## src/design/mclbt_pkg.sv

```systemverilog
`timescale 1ns / 1ps
`default_nettype none
// ----------------------------------------------------------------------------
// mclbt_pkg
// Shared types for the multi-channel LED blink timer: controller states and
// the command and status bundles between controller and datapath.
// ----------------------------------------------------------------------------
package mclbt_pkg;

  localparam int unsigned TIME_W  = 32;
  localparam int unsigned TICKS_W = 24;
  localparam int unsigned CHAN_W  = 5;

  typedef enum logic [1:0] {
    ST_IDLE,
    ST_WALK,
    ST_DRAIN,
    ST_FINISH
  } state_t;

  typedef enum logic {
    MODE_TICK  = 1'b0,
    MODE_START = 1'b1
  } mode_t;

  typedef struct packed {
    logic start_wr;
    logic time_inc;
    logic walk_clr;
    logic walk_issue;
    logic out_load;
  } ctrl_cmd_t;

  typedef struct packed {
    logic walk_last;
    logic out_free;
  } ctrl_status_t;

endpackage : mclbt_pkg
`default_nettype wire

```

## src/design/multi_channel_led_blink_timer_unit.sv

```systemverilog
// Tick item: one table read and one check per channel, pipelined through the
// channel walk, then a drain state before the result is loaded.
// Start item: the table write, then the result load. One item at a time; the
// next item is taken while the previous result waits in the output register.
// Synchronous reset clears time, channel flags, phases and levels; the
// per-channel tables are not cleared and need no clearing pass.
`timescale 1ns / 1ps
`default_nettype none
// ----------------------------------------------------------------------------
// multi_channel_led_blink_timer_unit
// Bank of LED blink channels on a shared tick counter: start items arm a
// channel, tick items advance time and walk all channels.
// ----------------------------------------------------------------------------
module multi_channel_led_blink_timer_unit #(
  parameter int unsigned CHANNELS = 25
) (
  input  wire logic                          clk,
  input  wire logic                          rst,
  input  wire logic                          in_valid,
  output logic                               in_ready,
  input  wire logic                          mode,
  input  wire logic [mclbt_pkg::CHAN_W-1:0]  channel,
  input  wire logic [mclbt_pkg::TICKS_W-1:0] interval_ticks,
  input  wire logic [mclbt_pkg::TICKS_W-1:0] duration_ticks,
  output logic                               out_valid,
  input  wire logic                          out_ready,
  output logic [CHANNELS-1:0]                led_levels
);
  import mclbt_pkg::*;

  ctrl_cmd_t    cmd;
  ctrl_status_t status;

  mclbt_ctrl u_ctrl (
    .clk      (clk),
    .rst      (rst),
    .in_valid (in_valid),
    .in_ready (in_ready),
    .mode     (mode),
    .cmd      (cmd),
    .status   (status)
  );

  mclbt_dpath #(
    .CHANNELS (CHANNELS)
  ) u_dpath (
    .clk            (clk),
    .rst            (rst),
    .cmd            (cmd),
    .status         (status),
    .channel        (channel),
    .interval_ticks (interval_ticks),
    .duration_ticks (duration_ticks),
    .out_valid      (out_valid),
    .out_ready      (out_ready),
    .led_levels     (led_levels)
  );

endmodule : multi_channel_led_blink_timer_unit
`default_nettype wire

```

## src/design/mclbt_ctrl.sv

```systemverilog
`timescale 1ns / 1ps
`default_nettype none
// ----------------------------------------------------------------------------
// mclbt_ctrl
// Controller state machine: takes an item, sequences the channel walk for a
// tick and hands the levels to the output register.
// ----------------------------------------------------------------------------
module mclbt_ctrl (
  input  wire logic                  clk,
  input  wire logic                  rst,
  input  wire logic                  in_valid,
  output logic                       in_ready,
  input  wire logic                  mode,
  output mclbt_pkg::ctrl_cmd_t       cmd,
  input  wire mclbt_pkg::ctrl_status_t status
);
  import mclbt_pkg::*;

  state_t state;
  state_t state_next;

  always_ff @(posedge clk) begin
    if (rst) begin
      state <= ST_IDLE;
    end else begin
      state <= state_next;
    end
  end

  always_comb begin
    state_next = state;
    cmd        = '0;
    in_ready   = 1'b0;
    unique case (state)
      ST_IDLE: begin
        in_ready = 1'b1;
        if (in_valid) begin
          if (mode == MODE_START) begin
            cmd.start_wr = 1'b1;
            state_next   = ST_FINISH;
          end else begin
            cmd.time_inc = 1'b1;
            cmd.walk_clr = 1'b1;
            state_next   = ST_WALK;
          end
        end
      end
      ST_WALK: begin
        cmd.walk_issue = 1'b1;
        if (status.walk_last) begin
          state_next = ST_DRAIN;
        end
      end
      ST_DRAIN: begin
        state_next = ST_FINISH;
      end
      ST_FINISH: begin
        if (status.out_free) begin
          cmd.out_load = 1'b1;
          state_next   = ST_IDLE;
        end
      end
      default: begin
        state_next = ST_IDLE;
      end
    endcase
  end

endmodule : mclbt_ctrl
`default_nettype wire

```

## src/design/mclbt_dpath.sv

```systemverilog
`timescale 1ns / 1ps
`default_nettype none
// ----------------------------------------------------------------------------
// mclbt_dpath
// Datapath: time counter, per-channel tables, pipelined channel check
// (read one cycle, evaluate and write back the next) and output register.
// ----------------------------------------------------------------------------
module mclbt_dpath #(
  parameter int unsigned CHANNELS = 25
) (
  input  wire logic                             clk,
  input  wire logic                             rst,
  input  wire mclbt_pkg::ctrl_cmd_t             cmd,
  output mclbt_pkg::ctrl_status_t               status,
  input  wire logic [mclbt_pkg::CHAN_W-1:0]     channel,
  input  wire logic [mclbt_pkg::TICKS_W-1:0]    interval_ticks,
  input  wire logic [mclbt_pkg::TICKS_W-1:0]    duration_ticks,
  output logic                                  out_valid,
  input  wire logic                             out_ready,
  output logic [CHANNELS-1:0]                   led_levels
);
  import mclbt_pkg::*;

  localparam int unsigned IDX_W = (CHANNELS > 1) ? $clog2(CHANNELS) : 1;
  localparam int unsigned CMP_W = 7;

  logic [TIME_W-1:0]  time_now;
  logic [CHANNELS-1:0] active;
  logic [CHANNELS-1:0] phase;
  logic [CHANNELS-1:0] level;
  logic [CHANNELS-1:0] toggled;

  logic [TIME_W-1:0]  start_mem [CHANNELS];
  logic [TICKS_W-1:0] intv_mem  [CHANNELS];
  logic [TICKS_W-1:0] dur_mem   [CHANNELS];
  logic [TIME_W-1:0]  last_mem  [CHANNELS];

  logic [IDX_W-1:0]   rd_idx;
  logic [IDX_W-1:0]   eval_idx;
  logic               eval_vld;
  logic [TIME_W-1:0]  start_rd;
  logic [TICKS_W-1:0] intv_rd;
  logic [TICKS_W-1:0] dur_rd;
  logic [TIME_W-1:0]  last_rd;

  logic               ch_ok;
  logic [IDX_W-1:0]   wr_idx;
  logic [TIME_W-1:0]  since_start;
  logic [TIME_W-1:0]  since_toggle;
  logic [TIME_W-1:0]  last_val;
  logic               in_window;
  logic               do_toggle;

  assign ch_ok  = {{(CMP_W-CHAN_W){1'b0}}, channel} < CMP_W'(CHANNELS);
  assign wr_idx = IDX_W'(channel);

  assign status.walk_last = (rd_idx == IDX_W'(CHANNELS - 1));
  assign status.out_free  = !out_valid || out_ready;

  // time counter
  always_ff @(posedge clk) begin
    if (rst) begin
      time_now <= '0;
    end else if (cmd.time_inc) begin
      time_now <= time_now + TIME_W'(1);
    end
  end

  // channel tables
  always_ff @(posedge clk) begin
    if (cmd.start_wr && ch_ok) begin
      start_mem[wr_idx] <= time_now;
      intv_mem[wr_idx]  <= interval_ticks;
      dur_mem[wr_idx]   <= duration_ticks;
    end
  end

  always_ff @(posedge clk) begin
    if (eval_vld && do_toggle) begin
      last_mem[eval_idx] <= time_now;
    end
  end

  always_ff @(posedge clk) begin
    if (cmd.walk_issue) begin
      start_rd <= start_mem[rd_idx];
      intv_rd  <= intv_mem[rd_idx];
      dur_rd   <= dur_mem[rd_idx];
      last_rd  <= last_mem[rd_idx];
    end
  end

  // walk sequencing
  always_ff @(posedge clk) begin
    if (rst) begin
      rd_idx   <= '0;
      eval_vld <= 1'b0;
    end else begin
      eval_vld <= cmd.walk_issue;
      if (cmd.walk_clr) begin
        rd_idx <= '0;
      end else if (cmd.walk_issue && !status.walk_last) begin
        rd_idx <= rd_idx + IDX_W'(1);
      end
    end
  end

  always_ff @(posedge clk) begin
    if (cmd.walk_issue) begin
      eval_idx <= rd_idx;
    end
  end

  // channel check
  assign last_val     = toggled[eval_idx] ? last_rd : '0;
  assign since_start  = time_now - start_rd;
  assign since_toggle = time_now - last_val;
  assign in_window    = since_start < {{(TIME_W-TICKS_W){1'b0}}, dur_rd};
  assign do_toggle    = active[eval_idx] && in_window &&
                        (since_toggle > {{(TIME_W-TICKS_W){1'b0}}, intv_rd});

  always_ff @(posedge clk) begin
    if (rst) begin
      active  <= '0;
      phase   <= '0;
      level   <= '0;
      toggled <= '0;
    end else begin
      if (cmd.start_wr && ch_ok) begin
        active[wr_idx] <= 1'b1;
      end
      if (eval_vld && active[eval_idx]) begin
        if (do_toggle) begin
          phase[eval_idx]   <= !phase[eval_idx];
          level[eval_idx]   <= !phase[eval_idx];
          toggled[eval_idx] <= 1'b1;
        end else if (!in_window && !phase[eval_idx]) begin
          level[eval_idx] <= 1'b1;
        end
      end
    end
  end

  // output register
  always_ff @(posedge clk) begin
    if (rst) begin
      out_valid <= 1'b0;
    end else if (cmd.out_load) begin
      out_valid <= 1'b1;
    end else if (out_ready) begin
      out_valid <= 1'b0;
    end
  end

  always_ff @(posedge clk) begin
    if (cmd.out_load) begin
      led_levels <= level;
    end
  end

endmodule : mclbt_dpath
`default_nettype wire

```

## config.mk

```make
export PLATFORM = sky130hd
export DESIGN_NAME = multi_channel_led_blink_timer_unit
export DESIGN_NICKNAME = d
export VERILOG_FILES = /design/src/design/mclbt_pkg.sv /design/src/design/multi_channel_led_blink_timer_unit.sv /design/src/design/mclbt_ctrl.sv /design/src/design/mclbt_dpath.sv
export SDC_FILE = /design/constraint.sdc
export NUM_CORES = 2
export LEC_CHECK = 0
export BUFFER_PORTS_ARGS = -buffer_cell sky130_fd_sc_hd__buf_4
export CAP_MARGIN = 30
export CORE_ASPECT_RATIO = 0.8
export CORE_MARGIN = 1.5
export CORE_UTILIZATION = 50
export DETAILED_ROUTE_END_ITERATION = 7
export PLACE_DENSITY = 0.65
export RECOVER_POWER = 25
export SLEW_MARGIN = 20
export SYNTH_ARGS = -nofsm -noshare
export SYNTH_HDL_FRONTEND = slang
export SYNTH_HIERARCHICAL = 1
export SYNTH_SLANG_ARGS = --single-unit
```

## constraint.sdc

```tcl
create_clock -name clk -period 11.1 [get_ports clk]
set_input_delay 2.22 -clock clk [delete_from_list [all_inputs] [get_ports clk]]
set_output_delay 2.22 -clock clk [all_outputs]
set_load 0.02 [all_outputs]
```

==> impl_metrics.env <==
export IMPL_ys_warn_count=6
export IMPL_dp_hpwl_um=161000
export IMPL_layout_common_cells="edfxtp_1 (2942), mux4_2 (797), clkbuf_16 (309)"
export IMPL_core_um2=243000
export IMPL_syn_cell_area_um2=122000
export IMPL_worstPathRequired_ns=11.66
export IMPL_cap_violations=33
export IMPL_wl_per_cell_um=32.0
export IMPL_cts_max_path_buffers=4
export IMPL_drc_errors=0
export IMPL_min_delay_path_class="flop to flop"
export IMPL_tns_ns=0
export IMPL_critPathArrivalTime_ns=10.03
export IMPL_grt_max_degree=140
export IMPL_core_rowCount=162
export IMPL_ys_flop_type="edfxtp_1"
export IMPL_ios=85
export IMPL_violations="capacitance limit, slew limit"
export IMPL_first_pass_iters=6
export IMPL_dieWidth_um=556
export IMPL_synth_cell_type_count=84
export IMPL_tightest_slew_ns=3.74
export IMPL_antenna_left=0
export IMPL_die_area_um2=247000
export IMPL_final_hold_violation_count=0
export IMPL_synth_edff_count=2942
export IMPL_grt_first_pass_wirelength_um=439000
export IMPL_routed_wl_um=307000
export IMPL_whs_ns=0.436
export IMPL_final_common_cell="edfxtp_1"
export IMPL_io_buffers=84
export IMPL_cts_resized=0
export IMPL_clkSinkCount=3083
export IMPL_gp_congestion=0.880
export IMPL_drive_above_1_share=0.259
export IMPL_cp_start_kind="flop"
export IMPL_p_leak_nw=43.2
export IMPL_finalMaxSlewViolations=1718
export IMPL_period_share=0.853
export IMPL_grt_use_total=0.249
export IMPL_layout_core_utilization=0.565
export IMPL_timing_fmax_mhz=106
export IMPL_critPathKind="flop to flop"
export IMPL_postSynthAreaPerCell_um2=20.6
export IMPL_finalSetupViolations=0
export IMPL_cts_hold_buf=0
export IMPL_area_delta_synth_final_pct=12.6
export IMPL_fillers=17900
export IMPL_start_util=0.502
export IMPL_cts_root_buf="clkbuf_16"
export IMPL_clock_latency_ns=0.88
export IMPL_cts_buffers=305
export IMPL_fin_crit_ns=9.47
export IMPL_setup_slack_ns=1.63
export IMPL_crit_fanout=56
export IMPL_async_reset_ff_frac=0
export IMPL_cts_max_level=5
export IMPL_grt_pass1_vias=59400
export IMPL_syn_num_nets=6092
export IMPL_clock_skew_ns=0.0771
export IMPL_nets=6337
export IMPL_die_h_um=445
export IMPL_rsz0062_at_grt="no"
export IMPL_vias=61000
export IMPL_drt_vias_per_instance=6.35
export IMPL_grt_antenna_before_repair=13
export IMPL_cts_tree="yes"
export IMPL_dpl_cell_count=9043
export IMPL_ir_worst_vdd_uv=160
export IMPL_ys_seq_area_frac=0.747
export IMPL_netlist_instances=5915
export IMPL_ys_ff_latch=3083
export IMPL_maxSlewHeadroom=-1.50
export IMPL_pre_cts_ws_ns=2.36
export IMPL_post_cts_setup_buffers=0
export IMPL_drt_iter0_drc=7927
export IMPL_cts_clk_slew_worst_paths_ns=0.07
export IMPL_endpoint_kind="flop"
export IMPL_status="complete, but fails checks"
export IMPL_power_density_nw_per_um2=193
export IMPL_grt_overflow_total=0
export IMPL_stdcell_count=9599
cells by family (layout without fill, tap and decap cells):
kind of cell               after synthesis  after routing  share of synthesized area
DFF                                   3083           3083                      0.747
muxes                                 1063           1063                      0.170
and+or+nand+nor                        647            647                     0.0259
AOI/OAI and AO/OA                      482            482                     0.0249
buffers and inverters                  434            918                     0.0140
adders and majority gates              119            119                     0.0123
xor gates and xnor gates                87             87                    0.00624
other                                    0              2                          0
registers in the layout, summed over array words and instances, names as in the netlist, 32 cells and up:
name / cells
u_dpath/start_mem: 800
u_dpath/last_mem: 800
u_dpath/dur_mem: 600
u_dpath/time_now: 32
u_dpath/intv_mem: 600
u_dpath/last_rd: 32
u_dpath/start_rd: 32
cell usage after synthesis, types with 4 or more instances:
master | number | area share
o221ai_1 | 4 | 0.00029
or2_2 | 4 | 0.00020
nand2b_1 | 43 | 0.0022
edfxtp_1 | 2942 | 0.72
a21o_1 | 24 | 0.0015
mux2i_1 | 148 | 0.012
nand2_1 | 228 | 0.0070
a31oi_1 | 10 | 0.00051
nor2_1 | 179 | 0.0055
mux2_2 | 118 | 0.011
nor3_2 | 17 | 0.0014
a2111oi_0 | 5 | 0.00036
a211oi_1 | 15 | 0.00092
or3_1 | 9 | 0.00046
ha_1 | 117 | 0.012
and3_1 | 11 | 0.00056
nand4_1 | 25 | 0.0013
a41oi_1 | 31 | 0.0022
a21boi_0 | 5 | 0.00031
and2_1 | 8 | 0.00041
buf_1 | 69 | 0.0021
xor2_1 | 43 | 0.0031
inv_1 | 125 | 0.0038
o21ai_0 | 155 | 0.0064
buf_6 | 6 | 0.00055
o21a_1 | 4 | 0.00025
and4_1 | 5 | 0.00036
o211ai_1 | 11 | 0.00068
a41o_1 | 24 | 0.0020
a21oi_1 | 145 | 0.0059
xnor2_1 | 44 | 0.0032
clkbuf_1 | 213 | 0.0065
nand3_2 | 24 | 0.0020
nor3_1 | 22 | 0.00090
mux4_2 | 797 | 0.15
nor2b_1 | 14 | 0.00072
o21bai_1 | 5 | 0.00031
buf_2 | 17 | 0.00070
dfxtp_1 | 141 | 0.023
o21ai_1 | 4 | 0.00016
nand3_1 | 40 | 0.0016
metrics by stage:
step | area, um^2 | power (W)
after floorplan | 122000 | 0.0155
after global placement | 127000 | 0.0164
after detailed placement | 128000 | 0.0164
after CTS | 138000 | 0.0267
after global routing | 138000 | 0.0274
final | 138000 | 0.0265
routing by layer:
layer	global-route usage	part of all wire	vias to the layer above
met1	0.385	0.43	32700
met4	0.0553	0.022	4
met5	0	0.000075	-
met2	0.368	0.45	3006
met3	0.0500	0.10	384
li1	-	-	24900
layout make-up:
cell class | count | area (um^2) | area share
antenna | 2 | 5.00 | 0.0000364
clock buffer | 386 | 8080 | 0.0588
clock inverter | 160 | 1810 | 0.0132
inverter | 126 | 480 | 0.00349
multi-input combinational | 2398 | 29600 | 0.215
sequential | 3083 | 91200 | 0.663
tap | 3198 | 4000 | 0.0291
timing repair buffer | 246 | 2360 | 0.0172
power breakdown:
group / leakage [nW] / switching [W] / internal (W)
Clock: 4.83 / 0.00433 / 0.00604
Combinational: 10.7 / 0.00171 / 0.00142
Sequential: 27.7 / 0.000126 / 0.0129
worst paths after layout:
path / start / endpoint / slack [ns] / cells after the start
hold reg to reg: u_dpath/level[4] / u_dpath/led_levels[4] / 0.44 / 0
setup / recovery: u_dpath/time_now[1] / u_dpath/last_mem[11][10] / 1.63 / 19
setup reg to reg: u_dpath/time_now[1] / u_dpath/last_mem[11][10] / 1.63 / 19
hold / removal: u_dpath/level[4] / u_dpath/led_levels[4] / 0.44 / 0
critical path: stages (launching register included):
cell	delay, ns
dfxtp_1	0.36
clkbuf_1	2.64
ha_1	0.52
nor2_1	0.06
a21oi_1	0.44
o21ai_0	0.25
a21oi_1	0.39
a31oi_1	0.16
xnor2_1	0.20
ha_1	0.27
a21o_1	0.19
a2111oi_0	0.40
or3_1	0.17
o2111ai_1	0.09
or4_4	0.49
nor4_2	0.36
and4_2	0.44
buf_4	0.62
and3_2	0.78
buf_16	0.24
(Power assumes the default switching activity.)
